[config.mk]
export PLATFORM = sky130hd
export DESIGN_NAME = shared_exclusive_lock_table
export DESIGN_NICKNAME = d
export VERILOG_FILES = /design/src/sv/slt_pkg.sv /design/src/sv/slt_ram.sv /design/src/sv/slt_owner_unit.sv /design/src/sv/shared_exclusive_lock_table.sv
export SDC_FILE = /design/constraint.sdc
export NUM_CORES = 2
export LEC_CHECK = 0
export ABC_CLOCK_PERIOD_IN_PS = 9000
export BUFFER_PORTS_ARGS = -buffer_cell sky130_fd_sc_hd__buf_4
export CORE_ASPECT_RATIO = 1.25
export CORE_UTILIZATION = 55
export CTS_CLUSTER_DIAMETER = 60
export DETAILED_ROUTE_END_ITERATION = 12
export PLACE_DENSITY = 0.78
export SLEW_MARGIN = 25
export SYNTH_ARGS = -nofsm -noshare
export SYNTH_HDL_FRONTEND = slang
export SYNTH_MEMORY_MAX_BITS = 65536
export SYNTH_SLANG_ARGS = --single-unit
[constraint.sdc]
create_clock -name clock -period 9 [get_ports clock]
set_input_delay 1.8 -clock clock [delete_from_list [all_inputs] [get_ports clock]]
set_output_delay 1.8 -clock clock [all_outputs]
set_load 0.02 [all_outputs]
[src/sv/slt_pkg.sv]
`default_nettype none

package slt_pkg;

   localparam int TXN_W = 4;
   localparam int KEY_W = 48;

   typedef enum logic [1:0] {
      OP_LOCK_SHARED = 2'd0,
      OP_LOCK_EXCL   = 2'd1,
      OP_REL_SHARED  = 2'd2,
      OP_REL_ALL     = 2'd3
   } op_type;

   typedef enum logic [1:0] {
      STAT_DONE     = 2'd0,
      STAT_CONFLICT = 2'd1,
      STAT_FULL     = 2'd2,
      STAT_NONE     = 2'd3
   } status_type;

   typedef struct packed {
      op_type             operation;
      logic [TXN_W-1:0]   transaction;
      logic [KEY_W-1:0]   lock_key;
   } req_item_type;

   typedef struct packed {
      logic       granted;
      status_type status;
   } rsp_item_type;

   typedef struct packed {
      logic       granted;
      status_type status;
   } owner_result_type;

endpackage

`default_nettype wire

[src/sv/slt_ram.sv]
`default_nettype none

module slt_ram #(
   parameter int WIDTH = 8,
   parameter int DEPTH = 64
) (
   input  wire logic                     clock,
   input  wire logic                     wr_en,
   input  wire logic [$clog2(DEPTH)-1:0] wr_addr,
   input  wire logic [WIDTH-1:0]         wr_data,
   input  wire logic [$clog2(DEPTH)-1:0] rd_addr,
   output logic      [WIDTH-1:0]         rd_data
);

   logic [WIDTH-1:0] mem_ff [DEPTH];
   logic [WIDTH-1:0] rd_data_ff;

   assign rd_data = rd_data_ff;

   always_ff @(posedge clock) begin
      if (wr_en) begin
         mem_ff[wr_addr] <= wr_data;
      end
      rd_data_ff <= mem_ff[rd_addr];
   end

endmodule

`default_nettype wire

[src/sv/slt_owner_unit.sv]
`default_nettype none

module slt_owner_unit #(
   parameter int TRANSACTIONS = 16
) (
   input  wire slt_pkg::op_type                 operation,
   input  wire logic [slt_pkg::TXN_W-1:0]       txn,
   input  wire logic [TRANSACTIONS-1:0]         txn_bit,
   input  wire logic [slt_pkg::TXN_W-1:0]       excl,
   input  wire logic [TRANSACTIONS-1:0]         shared,
   output slt_pkg::owner_result_type            result,
   output logic      [slt_pkg::TXN_W-1:0]       new_excl,
   output logic      [TRANSACTIONS-1:0]         new_shared
);

   logic excl_other;
   logic excl_mine;
   logic shared_mine;

   always_comb begin
      excl_other = (excl != '0) && (excl != txn);
      excl_mine  = (excl == txn);
      shared_mine = |(shared & txn_bit);
      new_excl   = excl;
      new_shared = shared;
      result.granted = 1'b0;
      result.status  = slt_pkg::STAT_NONE;
      unique case (operation)
         slt_pkg::OP_LOCK_SHARED: begin
            if (excl_other) begin
               result.status = slt_pkg::STAT_CONFLICT;
            end else begin
               new_shared     = shared | txn_bit;
               result.granted = 1'b1;
               result.status  = slt_pkg::STAT_DONE;
            end
         end
         slt_pkg::OP_LOCK_EXCL: begin
            if (excl_other) begin
               result.status = slt_pkg::STAT_CONFLICT;
            end else if (excl_mine) begin
               result.granted = 1'b1;
               result.status  = slt_pkg::STAT_DONE;
            end else if ((shared != '0) && (shared != txn_bit)) begin
               result.status = slt_pkg::STAT_CONFLICT;
            end else begin
               new_shared     = '0;
               new_excl       = txn;
               result.granted = 1'b1;
               result.status  = slt_pkg::STAT_DONE;
            end
         end
         slt_pkg::OP_REL_SHARED: begin
            if (shared_mine) begin
               new_shared     = shared & ~txn_bit;
               result.granted = 1'b1;
               result.status  = slt_pkg::STAT_DONE;
            end
         end
         slt_pkg::OP_REL_ALL: begin
            if (excl_mine || shared_mine) begin
               new_shared     = shared & ~txn_bit;
               new_excl       = excl_mine ? '0 : excl;
               result.granted = 1'b1;
               result.status  = slt_pkg::STAT_DONE;
            end
         end
         default: begin
            result.status = slt_pkg::STAT_NONE;
         end
      endcase
   end

endmodule

`default_nettype wire

[src/sv/shared_exclusive_lock_table.sv]
`default_nettype none

// Shared/exclusive record lock table. Each request is a shared lock, an exclusive lock (which
// upgrades a sole shared holder), a shared release or a release of everything a transaction
// holds, and each gets exactly one item back with a grant flag and a status. A request from a
// valid transaction sweeps the entry memories through their single read port, one entry a
// cycle, before its result is formed; a request from transaction zero or an out-of-range
// number skips the sweep and goes straight to its result. One request is in work at a time,
// while the previous result may still wait in the output register. An entry is live exactly
// while it has an owner, so after reset the block clears the owner memory entry by entry
// and is not ready until that is done. Keys are unique among live entries, an entry with no
// owners is freed at once, and a lock on a new key when every entry is live is refused as
// table full.
module shared_exclusive_lock_table #(
   parameter int TABLE_ENTRIES = 64,
   parameter int TRANSACTIONS  = 16,
   parameter int KEY_BITS      = 48
) (
   input  wire logic                  clock,
   input  wire logic                  reset,
   input  wire logic                  req_valid,
   output logic                       req_ready,
   input  wire slt_pkg::req_item_type req_item,
   output logic                       rsp_valid,
   input  wire logic                  rsp_ready,
   output slt_pkg::rsp_item_type      rsp_item
);

   localparam int EW = $clog2(TABLE_ENTRIES);
   localparam int OW = slt_pkg::TXN_W + TRANSACTIONS;
   localparam logic [EW-1:0] LastIdx = EW'(TABLE_ENTRIES - 1);

   typedef enum logic [5:0] {
      ST_CLEAR  = 6'b000001,
      ST_IDLE   = 6'b000010,
      ST_SCAN   = 6'b000100,
      ST_DRAIN  = 6'b001000,
      ST_COMMIT = 6'b010000,
      ST_FINISH = 6'b100000
   } state_type;

   state_type                   state_ff, state_in;
   slt_pkg::req_item_type       req_ff, req_in;
   logic [EW-1:0]               rd_idx_ff, rd_idx_in;
   logic                        proc_ff, proc_in;
   logic [EW-1:0]               proc_idx_ff, proc_idx_in;
   logic                        found_ff, found_in;
   logic [EW-1:0]               found_idx_ff, found_idx_in;
   logic [slt_pkg::TXN_W-1:0]   found_excl_ff, found_excl_in;
   logic [TRANSACTIONS-1:0]     found_shared_ff, found_shared_in;
   logic                        free_ff, free_in;
   logic [EW-1:0]               free_idx_ff, free_idx_in;
   logic                        any_ff, any_in;
   slt_pkg::rsp_item_type       res_ff, res_in;
   logic                        rsp_valid_ff, rsp_valid_in;
   slt_pkg::rsp_item_type       rsp_item_ff, rsp_item_in;

   logic [63:0]                 key_ext;
   logic [KEY_BITS-1:0]         req_key;
   logic [TRANSACTIONS-1:0]     txn_bit;
   logic                        is_lock;
   logic                        bad_txn;
   logic [KEY_BITS-1:0]         key_rd;
   logic [OW-1:0]               owner_rd;
   logic [slt_pkg::TXN_W-1:0]   rd_excl;
   logic [TRANSACTIONS-1:0]     rd_shared;
   logic                        rd_live;
   logic [slt_pkg::TXN_W-1:0]   unit_excl;
   logic [TRANSACTIONS-1:0]     unit_shared;
   slt_pkg::owner_result_type   unit_res;
   logic [slt_pkg::TXN_W-1:0]   unit_new_excl;
   logic [TRANSACTIONS-1:0]     unit_new_shared;
   logic                        key_wr_en;
   logic                        owner_wr_en;
   logic [EW-1:0]               owner_wr_addr;
   logic [OW-1:0]               owner_wr_data;
   logic [EW-1:0]               commit_idx;
   logic                        load_rsp;

   assign key_ext = 64'(req_ff.lock_key);
   assign req_key = key_ext[KEY_BITS-1:0];
   assign txn_bit = TRANSACTIONS'(1) << req_ff.transaction;
   assign is_lock = (req_ff.operation == slt_pkg::OP_LOCK_SHARED)
                 || (req_ff.operation == slt_pkg::OP_LOCK_EXCL);
   assign bad_txn = (req_item.transaction == '0)
                 || (32'(req_item.transaction) >= TRANSACTIONS);
   assign rd_excl   = owner_rd[OW-1 -: slt_pkg::TXN_W];
   assign rd_shared = owner_rd[TRANSACTIONS-1:0];
   assign rd_live   = (rd_excl != '0) || (rd_shared != '0);
   assign commit_idx = found_ff ? found_idx_ff : free_idx_ff;

   assign req_ready = (state_ff == ST_IDLE);
   assign rsp_valid = rsp_valid_ff;
   assign rsp_item  = rsp_item_ff;

   assign unit_excl   = (state_ff == ST_COMMIT) ? found_excl_ff : rd_excl;
   assign unit_shared = (state_ff == ST_COMMIT) ? found_shared_ff : rd_shared;

   slt_owner_unit #(
      .TRANSACTIONS(TRANSACTIONS)
   ) u_owner (
      .operation (req_ff.operation),
      .txn       (req_ff.transaction),
      .txn_bit   (txn_bit),
      .excl      (unit_excl),
      .shared    (unit_shared),
      .result    (unit_res),
      .new_excl  (unit_new_excl),
      .new_shared(unit_new_shared)
   );

   slt_ram #(
      .WIDTH(KEY_BITS),
      .DEPTH(TABLE_ENTRIES)
   ) u_key_ram (
      .clock  (clock),
      .wr_en  (key_wr_en),
      .wr_addr(free_idx_ff),
      .wr_data(req_key),
      .rd_addr(rd_idx_ff),
      .rd_data(key_rd)
   );

   slt_ram #(
      .WIDTH(OW),
      .DEPTH(TABLE_ENTRIES)
   ) u_owner_ram (
      .clock  (clock),
      .wr_en  (owner_wr_en),
      .wr_addr(owner_wr_addr),
      .wr_data(owner_wr_data),
      .rd_addr(rd_idx_ff),
      .rd_data(owner_rd)
   );

   always_comb begin
      state_in        = state_ff;
      req_in          = req_ff;
      rd_idx_in       = rd_idx_ff;
      proc_in         = 1'b0;
      proc_idx_in     = proc_idx_ff;
      found_in        = found_ff;
      found_idx_in    = found_idx_ff;
      found_excl_in   = found_excl_ff;
      found_shared_in = found_shared_ff;
      free_in         = free_ff;
      free_idx_in     = free_idx_ff;
      any_in          = any_ff;
      res_in          = res_ff;
      key_wr_en       = 1'b0;
      owner_wr_en     = 1'b0;
      owner_wr_addr   = proc_idx_ff;
      owner_wr_data   = {unit_new_excl, unit_new_shared};
      load_rsp        = 1'b0;

      // Each entry read in the sweep is examined in the cycle after its read.
      if (proc_ff) begin
         if (req_ff.operation == slt_pkg::OP_REL_ALL) begin
            if (unit_res.granted) begin
               owner_wr_en = 1'b1;
               any_in      = 1'b1;
            end
         end else begin
            if (rd_live && (key_rd == req_key) && !found_ff) begin
               found_in        = 1'b1;
               found_idx_in    = proc_idx_ff;
               found_excl_in   = rd_excl;
               found_shared_in = rd_shared;
            end
            if (!rd_live && !free_ff) begin
               free_in     = 1'b1;
               free_idx_in = proc_idx_ff;
            end
         end
      end

      unique case (state_ff)
         ST_CLEAR: begin
            owner_wr_en   = 1'b1;
            owner_wr_addr = rd_idx_ff;
            owner_wr_data = '0;
            if (rd_idx_ff == LastIdx) begin
               state_in = ST_IDLE;
            end else begin
               rd_idx_in = rd_idx_ff + EW'(1);
            end
         end
         ST_IDLE: begin
            if (req_valid) begin
               req_in          = req_item;
               rd_idx_in       = '0;
               found_in        = 1'b0;
               found_excl_in   = '0;
               found_shared_in = '0;
               free_in         = 1'b0;
               any_in          = 1'b0;
               if (bad_txn) begin
                  res_in.granted = 1'b0;
                  res_in.status  = ((req_item.operation == slt_pkg::OP_LOCK_SHARED)
                                 || (req_item.operation == slt_pkg::OP_LOCK_EXCL))
                                 ? slt_pkg::STAT_CONFLICT : slt_pkg::STAT_NONE;
                  state_in = ST_FINISH;
               end else begin
                  state_in = ST_SCAN;
               end
            end
         end
         ST_SCAN: begin
            proc_in     = 1'b1;
            proc_idx_in = rd_idx_ff;
            if (rd_idx_ff == LastIdx) begin
               state_in = ST_DRAIN;
            end else begin
               rd_idx_in = rd_idx_ff + EW'(1);
            end
         end
         ST_DRAIN: begin
            state_in = ST_COMMIT;
         end
         ST_COMMIT: begin
            owner_wr_addr = commit_idx;
            if (req_ff.operation == slt_pkg::OP_REL_ALL) begin
               res_in.granted = any_ff;
               res_in.status  = any_ff ? slt_pkg::STAT_DONE : slt_pkg::STAT_NONE;
            end else if (is_lock && !found_ff && !free_ff) begin
               res_in.granted = 1'b0;
               res_in.status  = slt_pkg::STAT_FULL;
            end else begin
               res_in.granted = unit_res.granted;
               res_in.status  = unit_res.status;
               if (unit_res.granted) begin
                  owner_wr_en = 1'b1;
                  if (is_lock && !found_ff) begin
                     key_wr_en = 1'b1;
                  end
               end
            end
            state_in = ST_FINISH;
         end
         ST_FINISH: begin
            if (!rsp_valid_ff || rsp_ready) begin
               load_rsp = 1'b1;
               state_in = ST_IDLE;
            end
         end
         default: begin
            state_in = ST_IDLE;
         end
      endcase

      rsp_item_in = load_rsp ? res_ff : rsp_item_ff;
      if (load_rsp) begin
         rsp_valid_in = 1'b1;
      end else if (rsp_ready) begin
         rsp_valid_in = 1'b0;
      end else begin
         rsp_valid_in = rsp_valid_ff;
      end
   end

   always_ff @(posedge clock) begin
      if (reset) begin
         state_ff     <= ST_CLEAR;
         rd_idx_ff    <= '0;
         proc_ff      <= 1'b0;
         rsp_valid_ff <= 1'b0;
      end else begin
         state_ff     <= state_in;
         rd_idx_ff    <= rd_idx_in;
         proc_ff      <= proc_in;
         rsp_valid_ff <= rsp_valid_in;
      end
   end

   always_ff @(posedge clock) begin
      req_ff          <= req_in;
      proc_idx_ff     <= proc_idx_in;
      found_ff        <= found_in;
      found_idx_ff    <= found_idx_in;
      found_excl_ff   <= found_excl_in;
      found_shared_ff <= found_shared_in;
      free_ff         <= free_in;
      free_idx_ff     <= free_idx_in;
      any_ff          <= any_in;
      res_ff          <= res_in;
      rsp_item_ff     <= rsp_item_in;
   end

endmodule

`default_nettype wire
==> flow_summary.ini <==
[outcome]
outcome = completed

[grt]
grt_pass1_vias = 85770
antenna_found_initial = 49
globalRouteOverflowTotal = 0
grt_start_max_net_pins = 151
grt_pass1_wl_mm = 688
grt_usage_pct = 31.3

[logic_synthesis]
netlist_area_um2 = 173000
yosysTopAreaCell = edfxtp_1
synthTopCellsByArea = edfxtp_1, mux4_2, dfxtp_1
synth_most_common_cell = edfxtp_1
synth_area_per_cell_um2 = 24.6
syn_inst = 7048
ys_seq_area_share_pct = 77.9
synth-async-reset-ratio_pct = 0
synthTopCellsByCount = edfxtp_1, mux4_2, clkbuf_1
syn_nets = 7155
synth_top_cell_area_share_pct = 76.7
synth-edff-count = 4430
yosys_warnings = 0
ys_types = 55
synth_ff_type = edfxtp_1
ys_seq_elements = 4535

[route]
drt-vias-per-instance = 7.11
via_count = 85571
drt-initial-drc-count = 14035
dr_wl_met3_mm = 58.7
routed_wl_mm = 496
drc = 0
met2_length_mm = 244
drt-met1-wl_mm = 152
drtPass1Iterations = 10
maxUsedRoutingLayer = met5
wire_per_inst_um = 41.3
antenna_left = 0

[critical_path]
crit_family = simple AND/OR/NAND/NOR gates
crit_path_end_kind = flop
cp-start-kind = flop
path_max_fanout = 30
startpoint = state_ff[0]
cpMostUsedCell = buf_4
reg2reg_slack_ns = 1.97
r2r_cells = 14
endpoint = u_key_ram.mem_ff[13][40]
crit_arrival_ns = 7.62
critical_path.max_stage_delay_ns = 0.91
r2r_start = state_ff[0]
crit_chain = or4_1 > nor2_4 > mux2i_1 > inv_1 > ha_1 > nand4_1 > nor4_1 > nand2b_1 > a2bb2oi_1 > or2_2 > nand2_4 > buf_4 > nor4_2 > buf_4
critical_path_class = flop to flop
crit_required_ns = 9.60
crit_buf_inv = 3
slowest_stage = nor4_2
r2r_end = u_key_ram.mem_ff[13][40]
cp.depth = 14

[timing]
finalHoldViolations = 0
fin_setup_tns_ns = 0
max_freq_mhz = 142
worst_pin_slew_ns = 1.13
clock_skew_ns = 0.134
slew_violations = 0
period_minus_slack_ns = 7.03
period_share_pct = 78.1
rsz0062_at_grt = false
finalSetupViolations = 0
holdWs_ns = 0.426
worst_slack_ns = 1.97
relSlewSlack_pct = 24.5

[power]
power_frac_clock_pct = 31.1
p_int_mw = 40.1
switchingPower_mw = 17.4
p_leak_nw = 59.0
pwr-share-comb_pct = 24.9
p_seq_share_pct = 44.0
power_mw = 57.5
irDropWorstVdd_mv = 0.361
p_sw_share_pct = 30.2
p_per_area_nw_per_um2 = 295

[clock_tree]
cts.sinks = 4535
insertion_delay_ns = 0.99
cts.clk_slew.worst_paths_ns = 0.07
htreeDepth = 5
clockBufferDepth = 4
cts_root_buffer = clkbuf_16
hold_buffers = 0
cts_tree = built
cts_resized = 0
cts_post_setup_buffers_inserted = 0
cts_made_buffers = 421

[layout]
fin_cells = 12031
fin_nets = 7575
final_cell_area_um2 = 195000
drive_gt1_share_pct = 33.0
final_util_pct = 62.1
syn2layout_area_growth_pct = 12.5
n_fill_cell = 19305

[run]
drv_cap = 0

[floorplan]
die_y_um = 630
placementRows = 230
io_pins = 63
coreArea_um2 = 314000
dieArea_um2 = 318000
start_util_pct = 55.2
die_w_um = 504

[min_path]
hold_path.class = flop to flop

[placement]
hpwlAfterDp_mm = 279
dpl_cell_area_um2 = 181000
gp_congestion = 0.907
numPortBuffers = 62
place_ws_ns = 2.36
place_inst = 11220
[cells by family (layout without fill, tap and decap cells)]
group | count (synthesis) | after routing | share of synthesized area, %
simple gates | 414 | 414 | 1.25
buf+inv | 421 | 1187 | 0.943
other cells | 0 | 41 | 0
fa+ha+maj | 49 | 49 | 0.353
mux | 1490 | 1490 | 18.9
xor+xnor | 53 | 53 | 0.268
flops | 4535 | 4535 | 77.9
compound gates | 86 | 86 | 0.384
[sequential cells by signal (all words and copies together), names as in the netlist, 4 cells and up]
name / cells
state_ff: 6
free_idx_ff: 6
u_owner_ram.rd_data: 20
req_ff: 6
req_key: 48
u_key_ram.rd_data: 48
u_owner_ram.mem_ff: 1280
found_excl_ff: 4
found_idx_ff: 6
proc_idx_ff: 6
found_shared_ff: 16
rd_idx_ff: 6
u_key_ram.mem_ff: 3072
[final cells by class]
type | instances | area, µm² | area share [%]
antenna | 41 | 103 | 0.0526
timing repair buffer | 381 | 3220 | 1.65
clock buffer | 511 | 11000 | 5.64
tap | 4176 | 5230 | 2.68
clock inverter | 258 | 2570 | 1.32
multi-input combinational | 2092 | 37700 | 19.3
sequential | 4535 | 135000 | 69.3
inverter | 37 | 144 | 0.0737
[power by group through the flow]
stage          clock network (mW)  registers [mW]  logic [mW]
2_1_floorplan                   0            25.7        8.10
3_3_place_gp                    0            25.7        13.5
3_5_place_dp                    0            25.7        13.8
4_1_cts                      18.0            25.3        14.1
5_1_grt                      18.7            25.4        14.5
6_report                     17.9            25.3        14.3
[worst reg2reg max path, stage by stage, from the launching register on]
cell and delay (ns):
dfxtp_1 0.39, or4_1 0.71, nor2_4 0.85, mux2i_1 0.53, inv_1 0.13, ha_1 0.30, nand4_1 0.10, nor4_1 0.64
nand2b_1 0.19, a2bb2oi_1 0.16, or2_2 0.21, nand2_4 0.44, buf_4 0.56, nor4_2 0.92, buf_4 0.52
[per-layer routing]
| layer | vias to the layer above | global-route usage, % |
|---|---|---|
| met5 | - | 0 |
| met4 | 40 | 21.2 |
| met3 | 1563 | 7.40 |
| met2 | 7621 | 51.0 |
| met1 | 44874 | 37.3 |
| li1 | 31473 | - |
[cell usage in the layout, fill, tap and decap left out, types with 9 or more instances in the layout]
cell,count
a21o_1,9
a21oi_1,16
buf_12,26
buf_4,349
bufinv_16,39
clkbuf_1,80
clkbuf_16,424
clkinv_1,94
clkinv_2,74
clkinvlp_4,12
dfxtp_1,99
diode_2,41
edfxtp_1,4430
ha_1,49
inv_1,36
inv_6,11
mux2i_1,60
mux4_2,1428
nand2_1,90
nand3_1,20
nand3b_1,10
nand4_1,19
nor2_1,56
nor2b_1,16
nor3_1,15
nor3_2,65
nor4_1,25
nor4_2,59
o21ai_0,11
xnor2_1,38
xor2_1,14
[worst min path at each step]
| stage | startpoint | end | depth (start not counted) |
|---|---|---|---|
| 2_1_floorplan | res_ff[0] | rsp_item[0] | 0 |
| 3_3_place_gp | res_ff[1] | rsp_item[1] | 0 |
| 3_5_place_dp | res_ff[2] | rsp_item[2] | 0 |
| 4_1_cts | res_ff[2] | rsp_item[2] | 0 |
| 5_1_grt | res_ff[2] | rsp_item[2] | 0 |
| 6_report | res_ff[2] | rsp_item[2] | 0 |
Note: power is estimated with default switching activity, not from simulation.
